$ cat src/rtl/core/particle_update_step_macros.svh
// Assertion shorthands for the particle update core.
// Both forms sample on the rising edge of clock and are off during reset.
`ifndef PARTICLE_UPDATE_STEP_MACROS_SVH
`define PARTICLE_UPDATE_STEP_MACROS_SVH

// Same-cycle implication.
`define PUP_ASSERT_IMPL(lbl, ante, cons, msg) \
   lbl: assert property (@(posedge clock) disable iff (reset) (ante) |-> (cons)) \
      else $error(msg);

// Next-cycle implication.
`define PUP_ASSERT_NEXT(lbl, ante, cons, msg) \
   lbl: assert property (@(posedge clock) disable iff (reset) (ante) |=> (cons)) \
      else $error(msg);

`endif

$ cat src/rtl/core/pup_sqrt.sv
`timescale 1ns / 1ps
// ----------------------------------------------------------------------------
// pup_sqrt
// Pipelined integer square root, one root bit per stage, with a side word
// that travels alongside.
// ----------------------------------------------------------------------------
module pup_sqrt #(
   parameter int IN_W   = 60,
   parameter int SIDE_W = 1
) (
   input  logic                clock,
   input  logic [IN_W-1:0]     radicand,
   input  logic [SIDE_W-1:0]   side,
   output logic [IN_W/2-1:0]   root,
   output logic [SIDE_W-1:0]   side_dly
);

   localparam int RW = IN_W / 2;

   logic [RW:0]         rem_ff  [RW];
   logic [RW:0]         rem_in  [RW];
   logic [RW-1:0]       root_ff [RW];
   logic [RW-1:0]       root_in [RW];
   logic [IN_W-1:0]     rad_ff  [RW];
   logic [IN_W-1:0]     rad_in  [RW];
   logic [SIDE_W-1:0]   side_ff [RW];
   logic [SIDE_W-1:0]   side_in [RW];

   // Each stage brings down two radicand bits and tries one root bit.
   always_comb begin
      logic [RW:0]       pr;
      logic [RW-1:0]     pq;
      logic [IN_W-1:0]   px;
      logic [RW+2:0]     rsh;
      logic [RW+2:0]     trial;
      logic [RW+2:0]     diff;
      for (int j = 0; j < RW; j++) begin
         if (j == 0) begin
            pr = '0;
            pq = '0;
            px = radicand;
            side_in[j] = side;
         end else begin
            pr = rem_ff[j-1];
            pq = root_ff[j-1];
            px = rad_ff[j-1];
            side_in[j] = side_ff[j-1];
         end
         rsh   = {pr, px[IN_W-1 -: 2]};
         trial = {1'b0, pq, 2'b01};
         diff  = rsh - trial;
         if (rsh >= trial) begin
            rem_in[j]  = diff[RW:0];
            root_in[j] = {pq[RW-2:0], 1'b1};
         end else begin
            rem_in[j]  = rsh[RW:0];
            root_in[j] = {pq[RW-2:0], 1'b0};
         end
         rad_in[j] = {px[IN_W-3:0], 2'b00};
      end
   end

   always_ff @(posedge clock) begin
      rem_ff  <= rem_in;
      root_ff <= root_in;
      rad_ff  <= rad_in;
      side_ff <= side_in;
   end

   assign root     = root_ff[RW-1];
   assign side_dly = side_ff[RW-1];

endmodule

$ cat config.mk
export PLATFORM = sky130hd
export DESIGN_NAME = pup_sqrt
export DESIGN_NICKNAME = d
export VERILOG_FILES = /design/src/rtl/core/particle_update_step_macros.svh /design/src/rtl/core/pup_sqrt.sv
export SDC_FILE = /design/constraint.sdc
export NUM_CORES = 2
export LEC_CHECK = 0
export CAP_MARGIN = 20
export CORE_MARGIN = 3
export CORE_UTILIZATION = 41
export CTS_CLUSTER_DIAMETER = 40
export DETAILED_ROUTE_END_ITERATION = 6
export DONT_BUFFER_PORTS = 1
export GPL_TIMING_DRIVEN = 0
export PLACE_DENSITY_LB_ADDON = 0.05
export SYNTH_ARGS = -nofsm -noshare
export SYNTH_HDL_FRONTEND = slang
export SYNTH_SLANG_ARGS = --single-unit
$ cat constraint.sdc
create_clock -name clock -period 7.3 [get_ports clock]
set_input_delay 0 -clock clock [delete_from_list [all_inputs] [get_ports clock]]
set_output_delay 0 -clock clock [all_outputs]
set_load 0.02 [all_outputs]
==> summary.txt <==
Global route
  – First-pass GRT wire length: 287200 um
  – Total GRT Usage: 17.85%
  – Initial antenna violation count: 5
  – Largest net degree at the start of global routing: 17
  – Grt total ovfl: 0
  – Number of global-route vias before repair: 54270

Cells and area
  – Layout cells sized above 1: 8.393%
  – Core Util, Final: 49.25%
  – Non-filler cells, final: 10990
  – Area of the multi-input gates: 0.03267 mm^2
  – Syn-to-layout area delta: 19.04%
  – FILL cells: 17820
  – Fin nets: 8791
  – Register area: 0.04420 mm^2

Min path
  – Worst Hold Launch: radicand[30]
  – WHS Endpoint: rad_ff[1772]
  – HP Class: input pin to flip-flop
  – Hold path depth: 2

Placement
  – Count of input and output buffers: 0
  – Dpl hpwl: 137300 um
  – Placed cells: 10310
  – GPL Wtd Cong: 0.8627

Drt
  – DR pass1 iterations: 6
  – DRC violations left: 0
  – Starting DRT DRC Count: 2783
  – Vias per cell: 4.950
  – WL per Instance: 16.41 um
  – Via count: 54380
  – Post-Route WL: 180300 um
  – Detail Route Antenna Nets: 0

CTS
  – Clk sink count: 2208
  – CTS tree: built
  – Clk slew on worst S/H paths: 0.06 ns
  – Resized Gates After CTS: 0
  – TritonCTS Buffers: 318
  – Clock Latency Late Sink: 0.89 ns
  – CTS Hold Bufs: 124
  – CTS root buf: clkbuf_16
  – Max clock buf depth: 4
  – H-tree depth: 5
  – Postcts setup bufs: 0

Synthesis
  – Library cells used by synthesis: 93
  – Synth Cell Area: 0.07993 mm^2
  – Main synth FF type: dfxtp_1
  – Yosys warnings: 0
  – Number of enable flip-flop cells after synthesis: 0
  – Number of synthesized register bits: 2208
  – Average size of a mapped cell: 10.27 um^2
  – Ys async rst share: 0%
  – Mapped Cells: 7784
  – Post-synthesis sequential area ratio: 55.30%
  – Total nets after synthesis: 8345

Floorplanning
  – DIE WIDTH: 447.5 um
  – Die Ht: 447.5 um
  – Rows: 161
  – Die ar.: 0.2003 mm^2
  – Initial Utilization: 41.38%
  – I/O pin total: 93
  – Core area: 0.1932 mm^2

Critical path
  – Worst reg-to-reg path cell count: 11
  – CP required: 8.01 ns
  – CP startpoint kind: flip-flop
  – Flop2flop setup slack: 2.94 ns
  – Setup crit start: root_ff[109]
  – R2R Path End: rem_ff[89]
  – Worst R2R Start: root_ff[109]
  – Setup CP Type: flip-flop to flip-flop
  – Crit path max fanout: 10
  – Critical Path AT: 5.07 ns
  – Type of destination of the critical path: flip-flop

Power
  – Power consumption: 0.03660 W
  – Worst VDD drop: 0.2319 mV
  – Leak: 43.96 nW
  – PD cells: 384.7 mW/mm^2

Timing
  – RSZ-0062 raised after global routing: false
  – Slew HR: 26.48%
  – Minimum clock period: 4.362 ns
  – Post-Route Setup TNS: 0 ns
  – Count of final setup violators: 0
  – Post-Route Skew: 0.06158 ns
  – F_max: 229.3 MHz
  – Period utilization: 59.75%
  – Worst Tran Pin Value: 1.075 ns
  – WHS: 0.1830 ns
  – Final Hold Vio Count: 0
  – Max Transition Viols Final: 0

Run status
  – Outcome: complete, no violations

Run
  – Maximum Capacitance Violations: 0
-- flip-flops by register name, summed over array words and instances, names as in the netlist --
register,count
rad_ff,870
root_ff,435
side_ff,29
rem_ff,843
root,30
side_dly,1
-- metrics by stage --
stage / setup WS, ns / cell area (um^2)
floorplan: 4.346 / 79930
global placement: 2.910 / 83090
detailed placement: 2.900 / 83090
CTS: 2.844 / 95140
global route: 2.574 / 95150
finish: 2.938 / 95150
-- how the worst max path moves through the flow --
| stage | cells past startpoint | slack (ns) | endpoint |
|---|---|---|---|
| floorplan | 12 | 4.35 | rem_ff[377] |
| global placement | 12 | 2.91 | rem_ff[149] |
| detailed placement | 12 | 2.90 | rem_ff[149] |
| CTS | 12 | 2.84 | rem_ff[149] |
| global route | 12 | 2.57 | rem_ff[149] |
| finish | 11 | 2.94 | rem_ff[89] |
-- logic make-up after synthesis --
kind of cell,after synthesis,share of synthesized area (%)
AND/OR/NAND/NOR,2008,12.51
AO/OA/AOI/OAI,1500,11.65
adder cells (fa/ha/maj),499,7.811
multiplexers,81,1.125
XOR/XNOR,709,7.769
flip-flops,2208,55.30
buffers and inverters,778,3.835
other,1,0.004691
-- layer usage --
| layer | wire length [um] | part of all wire, % | up-vias | track usage (%) |
|---|---|---|---|---|
| li1 | - | - | 27550 | - |
| met1 | 79860 | 44 | 25400 | 22.14 |
| met2 | 87730 | 49 | 1049 | 31.12 |
| met3 | 6901 | 3.8 | 386 | 2.880 |
| met4 | 5813 | 3.2 | 0 | 6.551 |
| met5 | 0 | 0 | - | 0 |
-- where the power goes --
part,internal (W),total (W),switching (W)
Sequential,0.0141,0.0157,0.00156
Clock,0.00973,0.0152,0.00543
Combinational,0.00254,0.00577,0.00323
Total,0.0264,0.0366,0.0102
-- cell usage after synthesis (49+ instances only) --
library cell / number / area, um^2
nor3_1: 201 / 1006
mux2_2: 71 / 799.5
dfxtp_1: 2208 / 44200
nor2_1: 513 / 1926
or3_1: 77 / 481.7
a21oi_1: 499 / 2497
nor2b_1: 58 / 362.9
clkbuf_1: 130 / 488.0
xnor2_1: 371 / 3249
inv_1: 599 / 2248
a31oi_1: 49 / 306.5
o21a_1: 110 / 825.8
xor2_1: 338 / 2960
ha_1: 499 / 6243
nor4_1: 95 / 594.3
o21ai_0: 356 / 1782
nand2_1: 490 / 1839
a21o_1: 153 / 1149
nand3_1: 120 / 600.6
nand2b_1: 92 / 575.6
nand4_1: 84 / 525.5
-- final cells by class --
type                            instances  area share [%]
Antenna cell                            1        0.002630
Sequential cell                      2208           46.46
Clock inverter                        169           2.242
Timing Repair Buffer                  126           1.315
Clock buffer                          380           9.110
Inverter                              601           2.371
Multi-Input combinational cell       4798           34.33
Tap cell                             2526           3.322
Buffer                                177          0.8508
-- worst max-delay path, stage by stage (launching register included) --
cell      delay, ns
dfxtp_1        0.37
inv_1          0.06
ha_1           0.26
clkbuf_1       0.31
nand4_1        0.25
or4_1          0.63
nor3_1         0.48
nor3b_1        0.09
o21ai_1        0.46
clkbuf_1       0.68
clkbuf_1       0.45
a21oi_1        0.17
-- cells in the final DEF (no fill, tap or decap), types with 77 or more instances in the layout --
master	n
o21a_1	110
dlygate4sd3_1	124
a21oi_1	499
nor4_1	95
clkbuf_1	151
xnor2_1	371
nand2b_1	92
inv_1	599
nand2_1	490
nand4_1	84
o21ai_0	356
a21o_1	153
ha_1	499
nor3_1	201
clkbuf_16	324
xor2_1	338
nor2_1	513
dfxtp_1	2208
or3_1	77
nand3_1	120
Note: power is estimated with default switching activity, not from simulation.
