[src/rtl/core/particle_update_step_macros.svh]
// Assertion shorthands for the particle update core.
// Both forms sample on the rising edge of clock and are off during reset.
`ifndef PARTICLE_UPDATE_STEP_MACROS_SVH
`define PARTICLE_UPDATE_STEP_MACROS_SVH

// Same-cycle implication.
`define PUP_ASSERT_IMPL(lbl, ante, cons, msg) \
   lbl: assert property (@(posedge clock) disable iff (reset) (ante) |-> (cons)) \
      else $error(msg);

// Next-cycle implication.
`define PUP_ASSERT_NEXT(lbl, ante, cons, msg) \
   lbl: assert property (@(posedge clock) disable iff (reset) (ante) |=> (cons)) \
      else $error(msg);

`endif

[src/rtl/core/pup_pkg.sv]
`timescale 1ns / 1ps
// ----------------------------------------------------------------------------
// pup_pkg
// Shared constants and types of the particle update pipeline.
// ----------------------------------------------------------------------------
package pup_pkg;

   // Default lane width of position and velocity.
   localparam int COORD_BITS_DEF = 20;

   // Fixed field widths.
   localparam int T_W      = 16;
   localparam int AGE_W    = 24;
   localparam int PACK_W   = 60;
   localparam int COL_W    = 48;
   localparam int CH_W     = 16;
   localparam int STR_W    = 20;
   // Quotient bits of the attraction divide; the quotient never exceeds 2^19.
   localparam int QUO_W    = 21;
   localparam int CSR_IDX_W = 1;

   // Register indexes of the configuration port.
   localparam logic [CSR_IDX_W-1:0] REG_ATTRACT_ENABLE   = 1'd0;
   localparam logic [CSR_IDX_W-1:0] REG_ATTRACT_STRENGTH = 1'd1;

   // Control bits that travel with every item.
   typedef struct packed {
      logic valid;
      logic alive;
      logic add_en;
   } pup_ctrl_type;

endpackage

[src/rtl/core/pup_div.sv]
`timescale 1ns / 1ps
// ----------------------------------------------------------------------------
// pup_div
// Pipelined rounded division round(numer * 256 / denom), halves away from
// zero, one quotient bit per stage after a setup stage.
// ----------------------------------------------------------------------------
module pup_div #(
   parameter int NUM_W = 42,
   parameter int DEN_W = 30,
   parameter int Q_W   = pup_pkg::QUO_W
) (
   input  logic                     clock,
   input  logic signed [NUM_W-1:0]  numer,
   input  logic [DEN_W-1:0]         denom,
   output logic signed [Q_W:0]      quot
);

   localparam int N_W = NUM_W + 10;
   localparam int D_W = DEN_W + 1;
   localparam int C_W = (N_W > D_W + Q_W) ? N_W : D_W + Q_W;

   // Setup stage: dividend 512|n| + len and divisor 2 len.
   logic [N_W-1:0]   p_n_ff, p_n_in;
   logic [D_W-1:0]   p_d_ff;
   logic             p_neg_ff;

   always_comb begin
      logic [NUM_W-1:0] mag;
      if (numer[NUM_W-1]) begin
         mag = NUM_W'(-numer);
      end else begin
         mag = NUM_W'(numer);
      end
      p_n_in = (N_W'(mag) << 9) + N_W'(denom);
   end

   always_ff @(posedge clock) begin
      p_n_ff   <= p_n_in;
      p_d_ff   <= {denom, 1'b0};
      p_neg_ff <= numer[NUM_W-1];
   end

   // Restoring steps, most significant quotient bit first.
   logic [N_W-1:0]   rem_ff [Q_W];
   logic [N_W-1:0]   rem_in [Q_W];
   logic [Q_W-1:0]   q_ff   [Q_W];
   logic [Q_W-1:0]   q_in   [Q_W];
   logic [D_W-1:0]   d_ff   [Q_W];
   logic [D_W-1:0]   d_in   [Q_W];
   logic             neg_ff [Q_W];
   logic             neg_in [Q_W];

   always_comb begin
      logic [N_W-1:0] pr;
      logic [Q_W-1:0] pq;
      logic [D_W-1:0] pd;
      logic           pn;
      logic [C_W-1:0] dsh;
      logic [C_W-1:0] rw;
      for (int i = 0; i < Q_W; i++) begin
         if (i == 0) begin
            pr = p_n_ff;
            pq = '0;
            pd = p_d_ff;
            pn = p_neg_ff;
         end else begin
            pr = rem_ff[i-1];
            pq = q_ff[i-1];
            pd = d_ff[i-1];
            pn = neg_ff[i-1];
         end
         dsh = C_W'(pd) << (Q_W - 1 - i);
         rw  = C_W'(pr);
         if (rw >= dsh) begin
            rem_in[i] = N_W'(rw - dsh);
            q_in[i]   = {pq[Q_W-2:0], 1'b1};
         end else begin
            rem_in[i] = pr;
            q_in[i]   = {pq[Q_W-2:0], 1'b0};
         end
         d_in[i]   = pd;
         neg_in[i] = pn;
      end
   end

   always_ff @(posedge clock) begin
      rem_ff <= rem_in;
      q_ff   <= q_in;
      d_ff   <= d_in;
      neg_ff <= neg_in;
   end

   assign quot = neg_ff[Q_W-1] ? -$signed({1'b0, q_ff[Q_W-1]})
                               : $signed({1'b0, q_ff[Q_W-1]});

endmodule

[config.mk]
export PLATFORM = sky130hd
export DESIGN_NAME = pup_div
export DESIGN_NICKNAME = d
export VERILOG_FILES = /design/src/rtl/core/particle_update_step_macros.svh /design/src/rtl/core/pup_pkg.sv /design/src/rtl/core/pup_div.sv
export SDC_FILE = /design/constraint.sdc
export NUM_CORES = 2
export LEC_CHECK = 0
export BUFFER_PORTS_ARGS = -buffer_cell sky130_fd_sc_hd__buf_2
export CAP_MARGIN = 5
export CORE_AREA = 2 2 422 341
export DETAILED_ROUTE_END_ITERATION = 16
export DIE_AREA = 0 0 424 343
export GPL_TIMING_DRIVEN = 0
export PLACE_DENSITY = 0.77
export RECOVER_POWER = 50
export SLEW_MARGIN = 10
export SYNTH_ARGS = -nofsm -noshare
export SYNTH_HDL_FRONTEND = slang
export SYNTH_SLANG_ARGS = --single-unit
[constraint.sdc]
create_clock -name clock -period 15.7 [get_ports clock]
set_input_delay 4.71 -clock clock [delete_from_list [all_inputs] [get_ports clock]]
set_output_delay 4.71 -clock clock [all_outputs]
set_load 0.02 [all_outputs]
==> flow_metrics.tcl <==
set metrics [dict create \
    p_switching_mw 8.318 \
    worst_pin_slew_ns 1.219 \
    remaining_drc_errors 0 \
    start_util 0.5953 \
    yosys_warnings 0 \
    fin_nets 10290 \
    cts_hold_buf 0 \
    grt_max_degree 18 \
    final_util 0.6577 \
    vias_per_cell 5.841 \
    clk_latency_ns 0.83 \
    power_frac_clock 0.206 \
    cts_buffer_depth 3 \
    htree_num_levels 4 \
    setup_viol_count_final 0 \
    synth_compound_area_frac 0.1753 \
    required_ns 16.40 \
    clock-skew-final_ns 0.03314 \
    final_max_slew_viol_count 0 \
    post_dp_cell_area_sq_um 87070 \
    post-place-ws_ns 5.895 \
    design_area_sq_um 93060 \
    die_w_um 424 \
    cp-startpoint "numer[41]" \
    root_buffer "clkbuf_16" \
    dpl.hpwl_mm 180.0 \
    ant_nets 0 \
    critPathBufInv 5 \
    path_delay_family "buffers and inverters" \
    row_count 124 \
    start_kind "input pin" \
    antenna_found_initial 18 \
    synth.area.mux_share 0.01748 \
    async_reset_ff_frac 0 \
    rsz0062_at_grt "no" \
    cts.sinks 1814 \
    coreArea_sq_um 141500 \
    vias 67620 \
    dp.cells 11260 \
    synth_top_family_by_area "compound AO/OA/AOI/OAI gates" \
    ys_types 106 \
    io_buffer_count 93 \
    fmax_ghz 0.1080 \
    syn_inst 9275 \
    slowest_delay_ns 0.53 \
    report.power.total_mw 20.88 \
    synth_xor_area_frac 0.08194 \
    slew_headroom 0.1664 \
    gp_congestion 0.9868 \
    regArea_sq_um 36310 \
    synth_top_flop_cell "dfxtp_1" \
    synth_top_cell_by_area "dfxtp_1" \
    finalWorstSetupSlack_ns 6.442 \
    synthAdderAreaFrac 0.1024 \
    synth_fp_nets 10030 \
    crit_fanout 10 \
    ys_seq_area_frac 0.4311 \
    cp_slowest_cell "clkbuf_1" \
    netSwitchingFraction 0.3983 \
    cts_tree "done" \
    syn_area_sq_um 84230 \
    critPathArrivalTime_ns 9.96 \
    finalHoldViolations 0 \
    hp-class "reg2reg" \
    grt_pass1_wl_mm 356.0 \
    drt-pass1-iter-count 7 \
    drt_iter0_markers 6587 \
    p_int_mw 12.57 \
    io_pins 95 \
    period_share 0.5897 \
    period_minus_slack_ns 9.258 \
    fin_cells 11580 \
    synth_edf_count 0 \
    area.growth.synth_to_final_pct 10.48 \
    yosys-top-cells-area "dfxtp_1 (43%), ha_1 (9.7%), xnor2_1 (4.8%), a21oi_1 (4.7%), inv_1 (3.6%)" \
    pwr-share-comb 0.447 \
    multi_input_area_sq_um 43980 \
    cts_resized 0 \
    rr_startpoint "rem_ff[530]" \
    max-cap-violations 0 \
    overflow 0 \
    ir_drop_mv 0.1223 \
    criticalPathCategory "in2reg" \
    synthSimpleGateAreaFrac 0.1448 \
    synth.top_cell.area_share 0.4311 \
    status "finished clean" \
    fp.dieH_um 343 \
    synth_area_per_cell_sq_um 9.081 \
    grt_pass1_vias 63800 \
    finalSetupTns_ns 0 \
    worstSetupEndpointType "flip-flop" \
    cts_setup_buffers 0 \
    fill_cells 11560 \
    leakage_nw 41.49 \
    layout-drive-gt1-share 0.06447 \
    pwr-share-seq 0.346 \
    hp-start "q_ff[277]" \
    wirelength_mm 229.2 \
    die_area_sq_um 145400 \
    cts_buffers 168 \
    grt_use_total 0.3073 \
    cp_cell_sequence "buf_2 > clkbuf_1 > clkbuf_1 > clkbuf_1 > clkbuf_1 > o21ai_0 > fa_1 > a21o_1 > a21oi_1 > o21ai_0 > and4b_1 > o31ai_1 > a21oi_1 > nor2_1 > a211oi_1 > and4bb_1 > xnor2_1" \
    ys_ff_latch 1814 \
    post_drt_wl_per_cell_um 19.80 \
    fin_hold_ws_ns 0.3185 \
    crit_top_cell "clkbuf_1" \
    power_density_nw_per_um2 224.4 \
    clk_pin_slew_ns 0.07 \
]
==> cell usage in the layout, fill, tap and decap left out, drive strengths merged, types with 21 or more instances in the layout <==
master | netlist | routed
xnor2 | 461 | 461
nand3b | 22 | 22
o21a | 91 | 91
ha | 656 | 656
clkinv | 4 | 58
o211ai | 48 | 48
and4 | 24 | 24
o21ai | 559 | 559
o21bai | 59 | 59
xor2 | 327 | 327
nand2b | 129 | 129
a21o | 326 | 326
nor2 | 643 | 643
a211o | 22 | 22
nand3 | 153 | 153
and3 | 62 | 62
buf | 38 | 131
and2 | 46 | 46
nor2b | 91 | 91
mux2 | 125 | 125
dfxtp | 1814 | 1814
a211oi | 70 | 70
a21boi | 30 | 30
inv | 802 | 810
fa | 21 | 21
or4 | 41 | 41
nand4 | 128 | 128
clkbuf | 181 | 402
or3 | 87 | 87
a2111oi | 30 | 30
nand2 | 639 | 639
a21oi | 800 | 800
nor3 | 178 | 178
o31ai | 77 | 77
nor4 | 114 | 114
or2 | 39 | 39
a31oi | 60 | 60
==> flip-flops by register name, summed over array words and instances, names as in the netlist <==
name,count
d_ff,448
p_d_ff,21
neg_ff,21
rem_ff,1040
q_ff,231
p_neg_ff,1
p_n_ff,52
==> cell type report <==
| cell class | count | area share |
|---|---|---|
| timing repair buffer | 93 | 0.005002 |
| buffer | 219 | 0.009869 |
| multi-input combinational | 6436 | 0.4727 |
| antenna | 8 | 0.0002151 |
| inverter | 806 | 0.03251 |
| clock inverter | 90 | 0.01334 |
| sequential | 1814 | 0.3902 |
| clock buffer | 221 | 0.05077 |
| tap | 1890 | 0.02541 |
==> power groups by stage <==
stage	clock (mW)	sequential [mW]	combinational, mW
CTS	4.36	7.18	9.14
floorplan	0	6.74	7.13
detailed placement	0	7.25	9.04
global placement	0	7.25	8.91
finish	4.31	7.23	9.34
global route	4.55	7.33	10.3
==> cell usage after synthesis, types with 152 or more instances <==
cell type	instances
nand3_1	152
o21ai_0	552
clkbuf_1	180
xor2_1	327
a21oi_1	799
dfxtp_1	1814
xnor2_1	461
nor3_1	178
inv_1	798
a21o_1	326
ha_1	656
nor2_1	643
nand2_1	639
==> cell families (layout without fill, tap and decap cells) <==
family | Yosys count | count (layout)
AO/OA/AOI/OAI | 2375 | 2375
XOR/XNOR | 788 | 788
adder cells (fa/ha/maj) | 677 | 677
buffers and inverters | 1025 | 1429
flip-flops | 1814 | 1814
multiplexers | 130 | 130
other | 1 | 9
AND/OR/NAND/NOR | 2465 | 2465
==> metal layers <==
layer  wire, um  track usage  share of wire
met5        167     0.004808        0.00073
met4       6366      0.09683          0.028
met2      97370       0.4693           0.42
met1     107300       0.4408           0.47
met3      18030      0.05363          0.079
==> worst reg2reg max path, stage by stage, from the launching register on <==
cell and delay (ns):
dfxtp_1 0.41, inv_1 0.07, ha_1 0.22, fa_1 0.41
nor2b_1 0.15, o21ai_0 0.13, a21oi_1 0.28, o211ai_1 0.24
a2111oi_1 1.02, nor3_1 0.39, nor2_1 0.40, clkbuf_1 0.60
clkbuf_1 0.59, nor2_1 0.09, a21oi_1 0.19
==> worst paths after layout <==
| path | to | slack [ns] | cells past startpoint |
|---|---|---|---|
| max | p_n_ff[47] | 6.44 | 17 |
| min | q_ff[257] | 0.32 | 0 |
| max reg2reg | rem_ff[506] | 10.44 | 14 |
| min reg2reg | q_ff[257] | 0.32 | 0 |
(Power assumes the default switching activity.)
